### src/rtl/sorted_store_interpolation_search_top_assert.svh
// Assertion macros for the sorted store top level.
// Depends on a clock named clk and a reset named rst in the including scope.
`ifndef SORTED_STORE_INTERPOLATION_SEARCH_TOP_ASSERT_SVH
`define SORTED_STORE_INTERPOLATION_SEARCH_TOP_ASSERT_SVH

// Check a property outside of reset.
`define SSIS_ASSERT(name, prop) \
  name: assert property (@(posedge clk) disable iff (rst) prop) \
    else $error("sorted store check failed");

// Check a property on every edge, reset included.
`define SSIS_ASSERT_ALWAYS(name, prop) \
  name: assert property (@(posedge clk) prop) \
    else $error("sorted store check failed");

`endif

### src/rtl/ssis_pkg.sv
// Shared types and codes for the sorted store with interpolation search.
// No dependencies.
package ssis_pkg;

  localparam logic [1:0] CMD_INSERT = 2'd0;
  localparam logic [1:0] CMD_SEARCH = 2'd1;
  localparam logic [1:0] CMD_CLEAR  = 2'd2;

  localparam logic [2:0] ST_INSERTED  = 3'd0;
  localparam logic [2:0] ST_FOUND     = 3'd1;
  localparam logic [2:0] ST_NOT_FOUND = 3'd2;
  localparam logic [2:0] ST_FULL      = 3'd3;
  localparam logic [2:0] ST_CLEARED   = 3'd4;

  localparam int FIELD_BITS = 11;

  typedef enum logic [3:0] {
    DP_NOP, DP_LOAD, DP_INS_RD, DP_INS_SHIFT, DP_INS_PUT, DP_CLEAR,
    DP_RD_LO, DP_RD_HI, DP_CAP_HI, DP_MUL, DP_DINIT, DP_DIV,
    DP_RD_PROBE, DP_CMP, DP_FIN
  } dp_op_t;

  typedef enum logic [3:0] {
    C_IDLE, C_DISPATCH, C_INS_CHK, C_INS_WAIT, C_INS_PUT, C_S_TOP, C_S_LOW,
    C_S_HIGH, C_S_COND, C_S_DINIT, C_S_DIV, C_S_PROBE, C_S_CMP, C_FIN
  } ctl_state_t;

  typedef struct packed {
    dp_op_t     op;
    logic [2:0] code;
    logic       accept;
  } ssis_ctl_t;

  typedef struct packed {
    logic       req_valid;
    logic [1:0] cmd;
    logic       full;
    logic       slot_zero;
    logic       rd_gt;
    logic       lo_le_hi;
    logic       in_range;
    logic       ends_eq;
    logic       div_done;
    logic       hit;
    logic       out_busy;
  } ssis_stat_t;

endpackage

### src/rtl/ssis_ctrl.sv
// Sequencer for insert, search and clear transactions.
// Depends on ssis_pkg; drives the datapath through ssis_ctl_t commands.
module ssis_ctrl (
  input  logic             clk,
  input  logic             rst,
  input  ssis_pkg::ssis_stat_t stat,
  output ssis_pkg::ssis_ctl_t  ctl
);
  import ssis_pkg::*;

  ctl_state_t state, state_next;
  logic [2:0] code, code_next;

  always_ff @(posedge clk) begin
    if (rst) begin
      state <= C_IDLE;
      code  <= ST_NOT_FOUND;
    end else begin
      state <= state_next;
      code  <= code_next;
    end
  end

  always_comb begin
    state_next = state;
    code_next  = code;
    ctl.op     = DP_NOP;
    ctl.code   = code;
    ctl.accept = 1'b0;
    case (state)
      C_IDLE: begin
        ctl.accept = 1'b1;
        if (stat.req_valid) begin
          ctl.op     = DP_LOAD;
          state_next = C_DISPATCH;
        end
      end
      C_DISPATCH: begin
        case (stat.cmd)
          CMD_INSERT: begin
            if (stat.full) begin
              code_next  = ST_FULL;
              state_next = C_FIN;
            end else begin
              state_next = C_INS_CHK;
            end
          end
          CMD_SEARCH: state_next = C_S_TOP;
          CMD_CLEAR: begin
            ctl.op     = DP_CLEAR;
            code_next  = ST_CLEARED;
            state_next = C_FIN;
          end
          default: begin
            code_next  = ST_NOT_FOUND;
            state_next = C_FIN;
          end
        endcase
      end
      C_INS_CHK: begin
        if (stat.slot_zero) begin
          state_next = C_INS_PUT;
        end else begin
          ctl.op     = DP_INS_RD;
          state_next = C_INS_WAIT;
        end
      end
      C_INS_WAIT: begin
        if (stat.rd_gt) begin
          ctl.op     = DP_INS_SHIFT;
          state_next = C_INS_CHK;
        end else begin
          state_next = C_INS_PUT;
        end
      end
      C_INS_PUT: begin
        ctl.op     = DP_INS_PUT;
        code_next  = ST_INSERTED;
        state_next = C_FIN;
      end
      C_S_TOP: begin
        if (stat.lo_le_hi) begin
          ctl.op     = DP_RD_LO;
          state_next = C_S_LOW;
        end else begin
          code_next  = ST_NOT_FOUND;
          state_next = C_FIN;
        end
      end
      C_S_LOW: begin
        ctl.op     = DP_RD_HI;
        state_next = C_S_HIGH;
      end
      C_S_HIGH: begin
        ctl.op     = DP_CAP_HI;
        state_next = C_S_COND;
      end
      C_S_COND: begin
        if (!stat.in_range) begin
          code_next  = ST_NOT_FOUND;
          state_next = C_FIN;
        end else if (stat.ends_eq) begin
          state_next = C_S_PROBE;
        end else begin
          ctl.op     = DP_MUL;
          state_next = C_S_DINIT;
        end
      end
      C_S_DINIT: begin
        ctl.op     = DP_DINIT;
        state_next = C_S_DIV;
      end
      C_S_DIV: begin
        if (stat.div_done) begin
          state_next = C_S_PROBE;
        end else begin
          ctl.op = DP_DIV;
        end
      end
      C_S_PROBE: begin
        ctl.op     = DP_RD_PROBE;
        state_next = C_S_CMP;
      end
      C_S_CMP: begin
        ctl.op = DP_CMP;
        if (stat.hit) begin
          code_next  = ST_FOUND;
          state_next = C_FIN;
        end else begin
          state_next = C_S_TOP;
        end
      end
      C_FIN: begin
        if (!stat.out_busy) begin
          ctl.op     = DP_FIN;
          state_next = C_IDLE;
        end
      end
      default: state_next = C_IDLE;
    endcase
  end

endmodule

### config.mk
export PLATFORM = sky130hd
export DESIGN_NAME = ssis_ctrl
export DESIGN_NICKNAME = d
export VERILOG_FILES = /design/src/rtl/sorted_store_interpolation_search_top_assert.svh /design/src/rtl/ssis_pkg.sv /design/src/rtl/ssis_ctrl.sv
export SDC_FILE = /design/constraint.sdc
export NUM_CORES = 1
export LEC_CHECK = 0
export BUFFER_PORTS_ARGS = -buffer_cell sky130_fd_sc_hd__buf_4
export CORE_UTILIZATION = 52
export DETAILED_ROUTE_END_ITERATION = 10
export PLACE_DENSITY_LB_ADDON = 0.3
export SYNTH_ARGS = -nofsm -noshare
export SYNTH_HDL_FRONTEND = slang
export SYNTH_SLANG_ARGS = --single-unit
export TNS_END_PERCENT = 10
### constraint.sdc
create_clock -name clk -period 1.7 [get_ports clk]
set_input_delay 0.17 -clock clk [delete_from_list [all_inputs] [get_ports clk]]
set_output_delay 0.17 -clock clk [all_outputs]
set_load 0.01 [all_outputs]
==> metrics.md, run 1 <==
| Metric | Value |
|---|---|
| #FFs+latches synth | `7` |
| Placed Area | `1060 µm²` |
| Top-count cell post-synth | `a21oi_1` |
| YS warnings | `0` |
| Final Skew | `0.0156 ns` |
| Total number of vias | `1078` |
| Synth top area cells | `dfxtp_1, buf_6, a21oi_1` |
| Max incr delay on CP | `0.37 ns` |
| Initial antenna violation count | `0` |
| Worst skew pair latency | `0.27 ns` |
| Compound-Gate Fraction of Synth Area | `0.357` |
| Max-Cap Viols | `0` |
| CTS clk-pin slew, worst paths | `0.07 ns` |
| Vias per cell | `6.65` |
| Post-route DRC | `0` |
| Simple-gate share of the synthesized area | `0.324` |
| Reg2reg end | `state[1]` |
| Critical path's slowest cell | `dfxtp_4` |
| Placer congestion estimate | `0.926` |
| First-pass GRT wire length | `4.57 mm` |
| # setup viols final | `3` |
| Clock Sinks | `7` |
| Filler instances | `126` |
| Syn Area/Cell | `7.72 µm²` |
| Root Buffer | `clkbuf_4` |
| Core area | `1560 µm²` |
| Final worst slack | `-0.0430 ns` |
| Gr usage total | `0.325` |
| EDFF count, synth | `0` |
| Detailed Route WL | `2.96 mm` |
| WL per Instance | `18.3 µm` |
| Finished Cell Area | `1180 µm²` |
| IO buf count | `21` |
| Final hold slack | `0.132 ns` |
| Setup WS pre-CTS | `0.149 ns` |
| Worst IR Drop VDD | `1230 µV` |
| Worst Setup Start Kind | `register` |
| Die H | `43.7 µm` |
| Largest family of logic cells by synthesized area | `compound AO/OA/AOI/OAI gates` |
| Fmax | `0.574 GHz` |
| Comb power frac | `0.750` |
| FF-to-FF path depth | `8` |
| TritonCTS clock tree | `yes` |
| Rel. slew slack | `0.763` |
| R2R setup slack | `0.10 ns` |
| Hold path depth | `2` |
| Reg2reg start | `state[0]` |
| Gr ovfl total | `0` |
| Critical Path RT | `1.53 ns` |
| 1st-iter DRT viols | `72` |
| Crit path time final | `1.74 ns` |
| CTS Buf Count | `3` |
| Crit-path max FO | `6` |
| Ports | `22` |
| Diode count | `0` |
| Status | `finished, violations left` |
| CP endpoint kind | `primary output` |
| Fin crit share | `1.03` |
| Die X | `43.7 µm` |
| Worst-Margin Slew | `0.352 ns` |
| Sw Share | `0.469` |
| WS Path Type | `reg2out` |
| DR pass1 iterations | `4` |
| Largest net degree at the start of global routing | `19` |
| H-tree depth | `1` |
| Synth unique cells | `47` |
| Pwr Density | `1840 nW/µm²` |
| CP Launch Point | `state[0]` |
| P_leak | `0.479 nW` |
| Crit path DAT | `1.57 ns` |
| Failing checks | `negative setup slack` |
| RSZ-0062 raised after global routing | `true` |
| Cell taking the most area after synthesis | `dfxtp_1` |
| # nets final | `161` |
| Post-synthesis sequential area ratio | `0.155` |
| P_sw | `1.02 mW` |
| Synth cell count leaders | `a21oi_1, nand2b_1, dfxtp_1, nand2_1, o21ai_0` |
| Synth Net Count | `131` |
| Initial Utilization | `0.579` |
| Sequential share of power | `0.170` |
| Post-synthesis mux area share | `0.0443` |
| Vias in the first global route | `972` |
| Layout cell share with drive strength beyond 1 | `0.370` |
| DRT antenna net count | `0` |
| Final Hold Fails | `0` |
| Critical-path cell list | `buf_6 > and2b_2 > o2bb2ai_4 > a22oi_2 > mux2i_1 > buf_4` |
| Die area | `1910 µm²` |
| Hold WC Path Type | `in2reg` |
| Synth top area share | `0.155` |
| Max Slew Vio Count | `0` |
| CTS Buffer Depth | `2` |
| XOR/XNOR Fraction of Synth Area | `0` |
| Synth Area in Adders | `0` |
| Share of synthesized flip-flops with an asynchronous set or reset | `0` |
| Mapped Cells | `117` |
| Ys flop type | `dfxtp_1` |
| Clock power frac | `0.081` |
| Pint | `1.15 mW` |
| DP HPWL | `1.98 mm` |
| Area grow syn2layout | `30.3%` |
| Cell Rows | `14` |
| CP endpoint | `ctl[5]` |
| Mapped cell area | `903 µm²` |
| Hold wc startpoint | `rst` |
timing repair:
item / 4_1_cts / 5_1_grt
setup endpoints to repair: 4 / 6
gates cloned: 0 / 0
buffers inserted: 3 / 2
gates resized for setup: 12 / 2
hold buffers: 0 / 0
pin swaps: 3 / 3
logic make-up (layout without fill, tap and decap cells):
group / Yosys count / count (layout)
compound gates: 45 / 45
mux: 4 / 4
buf+inv: 15 / 44
simple gates: 46 / 46
flops: 7 / 7
routing by layer:
metal,global-route usage,up-vias,wire length [µm]
met2,0.564,65,1490
met4,0.0938,0,42
met5,0,-,0
met1,0.409,505,1220
met3,0.0542,8,205
li1,-,500,-
layout by cell type, fill, tap and decap left out, drive strengths merged, types with 3 or more instances in the layout:
| cell | Yosys | routed |
|---|---|---|
| a21oi | 11 | 11 |
| nand2b | 8 | 8 |
| nand2 | 6 | 6 |
| nor2b | 4 | 4 |
| and3 | 3 | 3 |
| nand3 | 3 | 3 |
| inv | 4 | 4 |
| nor3 | 3 | 3 |
| nor2 | 4 | 4 |
| buf | 10 | 36 |
| a31oi | 3 | 3 |
| clkbuf | 1 | 4 |
| o21ai | 9 | 9 |
| dfxtp | 7 | 7 |
| mux2i | 4 | 4 |
| o21bai | 3 | 3 |
registers in the layout, summed over array words and instances, names as in the netlist:
name and count:
state 4, code 3
worst min path at each step:
stage,to
after floorplan,code[0]
after detailed placement,code[0]
after global routing,state[2]
final,state[2]
after global placement,code[0]
after CTS,state[2]
metrics by stage:
step	instances	utilization	setup TNS [ns]	power, mW
after global routing	162	0.755	-0.272	2.30
after detailed placement	153	0.682	0	1.76
after global placement	153	0.682	0	1.73
final	162	0.755	-0.105	2.16
after floorplan	117	-	0	1.41
after CTS	160	0.744	-0.0110	2.06
critical path: cells and delay by family (launching register included):
| kind | cells | cell delay [ns] |
|---|---|---|
| DFF | 1 | 0.37 |
| and+or+nand+nor | 1 | 0.23 |
| muxes | 1 | 0.10 |
| buffers and inverters | 2 | 0.28 |
| AOI/OAI and AO/OA | 2 | 0.34 |
power groups by stage:
stage / sequential, mW / combinational [mW] / clock, mW
4_1_cts: 0.347 / 1.55 / 0.169
3_5_place_dp: 0.330 / 1.43 / 0
6_report: 0.367 / 1.62 / 0.174
2_1_floorplan: 0.284 / 1.13 / 0
3_3_place_gp: 0.321 / 1.41 / 0
5_1_grt: 0.370 / 1.75 / 0.184
cell type report:
class | count | area (µm²) | share of cell area
clock buffers | 4 | 26.3 | 0.0223
inverters | 4 | 15.0 | 0.0128
multi-input cells | 95 | 688 | 0.584
flip-flops and latches | 7 | 150 | 0.128
well taps | 16 | 20.0 | 0.0170
repair buffers | 36 | 278 | 0.236
No activity file was read; power rests on OpenSTA's default activity.
==> run 2, diff against run 1 <==
--- a/config.mk
+++ b/config.mk
@@ -6,9 +6,11 @@
 export NUM_CORES = 1
 export LEC_CHECK = 0
 export BUFFER_PORTS_ARGS = -buffer_cell sky130_fd_sc_hd__buf_4
+export CAP_MARGIN = 20
 export CORE_UTILIZATION = 52
 export DETAILED_ROUTE_END_ITERATION = 10
 export PLACE_DENSITY_LB_ADDON = 0.3
+export SKIP_LAST_GASP = 1
 export SYNTH_ARGS = -nofsm -noshare
 export SYNTH_HDL_FRONTEND = slang
 export SYNTH_SLANG_ARGS = --single-unit
==> constraint.sdc (replaced) <==
create_clock -name clk -period 1.7 [get_ports clk]
set_input_delay 0.17 -clock clk [delete_from_list [all_inputs] [get_ports clk]]
set_output_delay 0.17 -clock clk [all_outputs]
set_load 0.02 [all_outputs]
==> metrics.md, run 2 (synthesis results as in run 1) <==
| Metric | Value |
|---|---|
| Status | `finished, violations left (unchanged)` |
| Critical path's slowest cell | `or4_4 (was dfxtp_4)` |
| Initial antenna violation count | `0 (unchanged)` |
| WS Path Type | `reg2out (unchanged)` |
| TritonCTS clock tree | `yes (unchanged)` |
| Cell family with most CP delay | `simple AND/OR/NAND/NOR gates (was flip-flops)` |
| Final Skew | `0.00449 ns (was 0.0156 ns)` |
| Hold path depth | `2 (unchanged)` |
| FF-to-FF path depth | `5 (was 8)` |
| Hold buffer count at cts | `0 (unchanged)` |
| Reg2reg end | `code[1] (was state[1])` |
| Layout cell share with drive strength beyond 1 | `0.392 (was 0.370)` |
| Die X | `43.7 µm (unchanged)` |
| Placer congestion estimate | `0.970 (was 0.926)` |
| Total number of vias | `1116 (was 1078)` |
| Die H | `43.7 µm (unchanged)` |
| Failing checks | `negative setup slack (unchanged)` |
| Fmax | `0.570 GHz (was 0.574 GHz)` |
| Buf+Inv Stages, Crit Path | `1 (was 2)` |
| Final worst slack | `-0.0548 ns (was -0.0430 ns)` |
| R2R setup slack | `0.16 ns (was 0.10 ns)` |
| Fin crit share | `1.03 (about the same)` |
| Initial Utilization | `0.579 (unchanged)` |
| Vias per cell | `6.80 (was 6.65)` |
| H-tree depth | `1 (unchanged)` |
| Most flop-heavy register | `state (unchanged)` |
| Detailed Route WL | `2.92 mm (was 2.96 mm)` |
| Hold wc startpoint | `rst (unchanged)` |
| Hold WC Path Type | `in2reg (unchanged)` |
| Cell Rows | `14 (unchanged)` |
| CP endpoint kind | `primary output (unchanged)` |
| Largest register FFs | `4 (unchanged)` |
| Most frequent cells in the layout | `buf_4, a21oi_1, nand2b_1, nand2_1, o21ai_0 (unchanged)` |
| Crit path DAT | `1.58 ns (was 1.57 ns)` |
| Largest net degree at the start of global routing | `17 (was 19)` |
| Area grow syn2layout | `34.6% (was 30.3%)` |
| P_leak | `0.500 nW (was 0.479 nW)` |
| Rel. slew slack | `0.710 (was 0.763)` |
| Worst-Margin Slew | `0.431 ns (was 0.352 ns)` |
| # nets final | `163 (was 161)` |
| Critical Path RT | `1.53 ns (about the same)` |
| Worst IR Drop VDD | `1130 µV (was 1230 µV)` |
| Ports | `22 (unchanged)` |
| WL per Instance | `17.8 µm (was 18.3 µm)` |
| Gr usage total | `0.317 (was 0.325)` |
| IO buf count | `21 (unchanged)` |
| Non-Filler Instances | `164 (was 162)` |
| RSZ-0062 raised after global routing | `true (unchanged)` |
| Max incr delay on CP | `0.42 ns (was 0.37 ns)` |
| Final Core Density | `0.780 (was 0.755)` |
| Post-route DRC | `0 (unchanged)` |
| Reg2reg start | `state[0] (unchanged)` |
| Worst Setup Start Kind | `register (unchanged)` |
| Worst skew pair latency | `0.26 ns (was 0.27 ns)` |
| Root Buffer | `clkbuf_4 (unchanged)` |
| CTS clk-pin slew, worst paths | `0.05 ns (was 0.07 ns)` |
| Crit path time final | `1.75 ns (was 1.74 ns)` |
| Max-Cap Viols | `0 (unchanged)` |
| Hold path endpoint | `code[0] (was state[2])` |
| Final hold slack | `0.148 ns (was 0.132 ns)` |
| Critical path depth | `5 (was 6)` |
| CTS Buffer Depth | `2 (unchanged)` |
| Inst Count DP | `158 (was 153)` |
| Gr ovfl total | `0 (unchanged)` |
| Clock Sinks | `7 (unchanged)` |
| CTS Buf Count | `3 (unchanged)` |
| Die area | `1910 µm² (unchanged)` |
| DRT antenna net count | `0 (unchanged)` |
| Vias in the first global route | `978 (was 972)` |
| Crit-path max FO | `5 (was 6)` |
| Critical-path cell list | `nand2b_4 > or4_4 > a21oi_2 > a311o_1 > buf_6 (was buf_6 > and2b_2 > o2bb2ai_4 > a22oi_2 > mux2i_1 > buf_4)` |
| # setup viols final | `3 (unchanged)` |
| DP HPWL | `1.98 mm (about the same)` |
| Largest regs | `state x4, code x3 (unchanged)` |
| Pwr Density | `1940 nW/µm² (was 1840 nW/µm²)` |
| 1st-iter DRT viols | `51 (was 72)` |
| First-pass GRT wire length | `4.53 mm (was 4.57 mm)` |
| DR pass1 iterations | `6 (was 4)` |
| Max Slew Vio Count | `0 (unchanged)` |
| Commonest non-fill, non-tap cell in the layout | `buf_4 (unchanged)` |
| Core area | `1560 µm² (unchanged)` |
| Final Hold Fails | `0 (unchanged)` |
| Diode count | `0 (unchanged)` |
==> run 2: cell count changes in the layout (fill, tap and decap cells not counted), sizes merged <==
| cell | delta |
|---|---|
| buf | +2 |
==> run 2: layer usage <==
| metal | global-route usage | routed length (µm) |
|---|---|---|
| met1 | 0.410 | 1140 |
| met2 | 0.493 | 1310 |
| met3 | 0.113 | 351 |
| met4 | 0.100 | 123 |
| met5 | 0 | 0 |
==> run 2: cell type report <==
class                      instances  area (µm²)
multi-input combinational         95         697
fill                              99         343
timing repair buffer              38         305
sequential                         7         153
clock buffer                       4        26.3
tap                               16        20.0
inverter                           4        15.0
==> run 2: power breakdown <==
group	switching [mW]	internal [mW]
logic	0.936	0.887
registers	0.126	0.251
clock network	0.0655	0.0898
total	1.13	1.23
==> run 2: how the worst max path moves through the flow <==
stage / from / to / slack (ns)
final: state[1] / ctl[6] / -0.05
after global routing: state[2] / ctl[7] / -0.09
after CTS: state[1] / ctl[6] / -0.03
after detailed placement: state[0] / ctl[6] / 0.12
after global placement: state[2] / ctl[5] / 0.12
after floorplan: state[2] / ctl[7] / 0.11
==> run 2: metrics by stage <==
stage / TNS [ns] / setup slack, ns / power [mW] / cell area, µm²
floorplan: 0 / 0.111 / 1.49 / 903
finish: -0.0936 / -0.0548 / 2.35 / 1220
CTS: -0.0464 / -0.0278 / 2.21 / 1180
global placement: 0 / 0.123 / 1.91 / 1110
global route: -0.361 / -0.0878 / 2.50 / 1220
detailed placement: 0 / 0.116 / 1.95 / 1110
==> run 2: timing repair <==
| item | CTS | global route |
|---|---|---|
| pin swaps | 4 | 4 |
| endpoints found under the setup margin | 4 | 5 |
| resized for setup | 9 | 7 |
| buffers inserted | 2 | 0 |
==> run 2: worst reg2reg max path, cell delays in order, from the launching register on <==
cell and delay, ns:
dfxtp_4 0.38, buf_6 0.16, nor4b_4 0.14, a311oi_2 0.36
and3_4 0.27, mux2i_1 0.17
==> run 3, diff against run 2 <==
--- a/config.mk
+++ b/config.mk
@@ -5,10 +5,12 @@
 export SDC_FILE = /design/constraint.sdc
 export NUM_CORES = 1
 export LEC_CHECK = 0
+export ABC_AREA = 1
 export BUFFER_PORTS_ARGS = -buffer_cell sky130_fd_sc_hd__buf_4
 export CAP_MARGIN = 20
-export CORE_UTILIZATION = 52
+export CORE_UTILIZATION = 50
 export DETAILED_ROUTE_END_ITERATION = 10
+export HOLD_SLACK_MARGIN = 0.15
 export PLACE_DENSITY_LB_ADDON = 0.3
 export SKIP_LAST_GASP = 1
 export SYNTH_ARGS = -nofsm -noshare
==> metrics.md, run 3 <==
| Metric | Value |
|---|---|
| Status | `finished, violations left (unchanged)` |
| Failing checks | `negative setup slack (unchanged)` |
| Die H | `40.8 µm (was 43.7 µm)` |
| FF-to-FF path depth | `9 (was 5)` |
| Rel. slew slack | `0.847 (was 0.710)` |
| Max Slew Vio Count | `0 (unchanged)` |
| CTS Buf Count | `3 (unchanged)` |
| Worst-Margin Slew | `0.228 ns (was 0.431 ns)` |
| Cell family with most CP delay | `simple AND/OR/NAND/NOR gates (unchanged)` |
| Diode count | `0 (unchanged)` |
| Commonest non-fill, non-tap cell in the layout | `nand2_1 (was buf_4)` |
| Max-Cap Viols | `0 (unchanged)` |
| Syn Area/Cell | `5.44 µm² (was 7.72 µm²)` |
| Ys flop type | `dfxtp_1 (unchanged)` |
| Final hold slack | `0.271 ns (was 0.148 ns)` |
| Area grow syn2layout | `41.5% (was 34.6%)` |
| Hold WC Path Type | `in2reg (unchanged)` |
| Post-synthesis sequential area ratio | `0.187 (was 0.155)` |
| Critical-path cell list | `nor2_4 > buf_12 > nand2_2 > nand2_1 > nor3b_2 > o211ai_1 > buf_4 (was nand2b_4 > or4_4 > a21oi_2 > a311o_1 > buf_6)` |
| # nets final | `180 (was 163)` |
| # setup viols final | `1 (was 3)` |
| Worst IR Drop VDD | `1160 µV (was 1130 µV)` |
| Placer congestion estimate | `0.953 (was 0.970)` |
| Fin crit share | `1.00 (was 1.03)` |
| Largest register FFs | `4 (unchanged)` |
| Critical Path RT | `1.53 ns (about the same)` |
| Hold wc startpoint | `stat[0] (was rst)` |
| CTS Buffer Depth | `2 (unchanged)` |
| #FFs+latches synth | `7 (unchanged)` |
| Detailed Route WL | `2.50 mm (was 2.92 mm)` |
| Crit path DAT | `1.53 ns (was 1.58 ns)` |
| R2R setup slack | `0.34 ns (was 0.16 ns)` |
| Fmax | `0.587 GHz (was 0.570 GHz)` |
| EDFF count, synth | `0 (unchanged)` |
| Vias in the first global route | `773 (was 978)` |
| Worst skew pair latency | `0.27 ns (was 0.26 ns)` |
| WL per Instance | `13.9 µm (was 17.8 µm)` |
| Mapped Cells | `138 (was 117)` |
| Layout cell share with drive strength beyond 1 | `0.345 (was 0.392)` |
| Share of synthesized flip-flops with an asynchronous set or reset | `0 (unchanged)` |
| DP HPWL | `1.81 mm (was 1.98 mm)` |
| Ports | `22 (unchanged)` |
| YS warnings | `0 (unchanged)` |
| Mapped cell area | `751 µm² (was 903 µm²)` |
| Final Core Density | `0.787 (was 0.780)` |
| P_leak | `0.586 nW (was 0.500 nW)` |
| Gr ovfl total | `0 (unchanged)` |
| DRT antenna net count | `0 (unchanged)` |
| Max incr delay on CP | `0.42 ns (about the same)` |
| Root Buffer | `clkbuf_4 (unchanged)` |
| Vias per cell | `5.78 (was 6.80)` |
| Cell taking the most area after synthesis | `nand2_1 (was dfxtp_1)` |
| Pwr Density | `2060 nW/µm² (was 1940 nW/µm²)` |
| WS Path Type | `reg2out (unchanged)` |
| Synth cell count leaders | `nand2_1, inv_1, nor2_1, nand3_1, dfxtp_1 (was a21oi_1, nand2b_1, dfxtp_1, nand2_1, o21ai_0)` |
| Largest net degree at the start of global routing | `8 (was 17)` |
| Synth top area cells | `nand2_1, dfxtp_1, inv_1 (was dfxtp_1, buf_6, a21oi_1)` |
| Top-count cell post-synth | `nand2_1 (was a21oi_1)` |
| Worst Setup Start Kind | `register (unchanged)` |
| Core area | `1350 µm² (was 1560 µm²)` |
| Total number of vias | `1040 (was 1116)` |
| DR pass1 iterations | `5 (was 6)` |
| Gr usage total | `0.307 (was 0.317)` |
| H-tree depth | `1 (unchanged)` |
| RSZ-0062 raised after global routing | `true (unchanged)` |
| Most frequent cells in the layout | `nand2_1, buf_4, inv_1, nor2_1, nand3_1 (was buf_4, a21oi_1, nand2b_1, nand2_1, o21ai_0)` |
| Clock Sinks | `7 (unchanged)` |
| Die X | `40.8 µm (was 43.7 µm)` |
| Die area | `1660 µm² (was 1910 µm²)` |
| Critical path's slowest cell | `dfxtp_4 (was or4_4)` |
| TritonCTS clock tree | `yes (unchanged)` |
| Final Hold Fails | `0 (unchanged)` |
| First-pass GRT wire length | `3.21 mm (was 4.53 mm)` |
| Hold path endpoint | `state[0] (was code[0])` |
| Initial antenna violation count | `0 (unchanged)` |
| Largest regs | `state x4, code x3 (unchanged)` |
| Critical path depth | `7 (was 5)` |
| CTS clk-pin slew, worst paths | `0.07 ns (was 0.05 ns)` |
| Post-route DRC | `0 (unchanged)` |
| Hold path depth | `3 (was 2)` |
| Crit-path max FO | `6 (was 5)` |
| Initial Utilization | `0.556 (was 0.579)` |
| Total Power | `2.18 mW (was 2.35 mW)` |
| Placed Area | `927 µm² (was 1110 µm²)` |
| Reg2reg end | `code[0] (was code[1])` |
| 1st-iter DRT viols | `66 (was 51)` |
| Final worst slack | `-0.00422 ns (was -0.0548 ns)` |
| Synth unique cells | `19 (was 47)` |
| IO buf count | `21 (unchanged)` |
| Synth Net Count | `152 (was 131)` |
| CP endpoint kind | `primary output (unchanged)` |
| Finished Cell Area | `1060 µm² (was 1220 µm²)` |
| Buf+Inv Stages, Crit Path | `2 (was 1)` |
| Reg2reg start | `state[0] (unchanged)` |
| Synth top area share | `0.230 (was 0.155)` |
| Most flop-heavy register | `state (unchanged)` |
| Cell Rows | `13 (was 14)` |
| Final Skew | `0.0148 ns (was 0.00449 ns)` |
| Crit path time final | `1.70 ns (was 1.75 ns)` |
==> run 3: cell count changes in the layout (fill, tap and decap cells not counted), moves of 5 or more <==
cell | before | now
buf_4 | 35 | 20
nand2_2 | 0 | 5
nand2b_1 | 6 | 0
nor2_1 | 4 | 16
a21oi_1 | 10 | 5
inv_2 | 1 | 6
nor2_4 | 0 | 5
inv_1 | 3 | 17
nand2_1 | 6 | 41
nand3_1 | 3 | 11
nand4_1 | 0 | 5
==> run 3: worst max path at each step <==
| stage | end | start | slack, ns |
|---|---|---|---|
| after global routing | ctl[5] | state[2] | -0.07 |
| after floorplan | ctl[4] | state[1] | 0.36 |
| after global placement | ctl[5] | state[1] | 0.14 |
| after detailed placement | ctl[5] | state[1] | 0.11 |
| after CTS | ctl[5] | state[3] | 0.03 |
| final | ctl[6] | state[0] | -0.004 |
==> run 3: layout make-up <==
class	instances	area [µm²]
tap	15	18.8
clock buffer	4	26.3
sequential	7	155
fill	92	288
timing repair buffer	23	191
inverter	23	86.3
multi-input combinational	108	584
==> run 3: what timing repair did <==
item,4_1_cts,5_1_grt
pin swaps,0,4
buffers inserted,0,1
hold buffers,1,0
endpoints found under the setup margin,4,4
gates resized for setup,7,22
endpoints found under the hold margin,3,0
==> run 3: report_power, final <==
group          switching [mW]  internal (mW)  total [mW]
logic                   0.994          0.634        1.63
registers               0.125          0.261       0.386
clock network          0.0805         0.0905       0.171
total                    1.20          0.985        2.18
==> run 3: through the flow <==
step	std cells	setup slack (ns)	TNS [ns]
final	180	-0.00422	-0.00422
after global routing	180	-0.0651	-0.160
after CTS	179	0.0256	0
after detailed placement	174	0.111	0
after global placement	174	0.141	0
after floorplan	138	0.359	0
==> run 3: per-layer routing <==
layer / track usage / routed length, µm
met1: 0.336 / 980
met2: 0.512 / 1170
met3: 0.0978 / 236
met4: 0.183 / 112
met5: 0 / 0
==> run 3: logic make-up (layout without fill, tap and decap cells) <==
family / count (synthesis) / in the layout / share of synthesized area
DFF: 7 / 7 / 0.187
buffers and inverters: 23 / 50 / 0.115
and+or+nand+nor: 96 / 96 / 0.612
AOI/OAI and AO/OA: 12 / 12 / 0.0867
==> run 3: worst register-to-register path, cell delays in order (launching register included) <==
cell and delay (ns):
dfxtp_4 0.42, inv_2 0.08, nor2_4 0.16, nand2_1 0.13, nand3_2 0.11, nand2_4 0.07
nor2_8 0.13, nand2_1 0.06, nand2_1 0.06, nor2_1 0.03
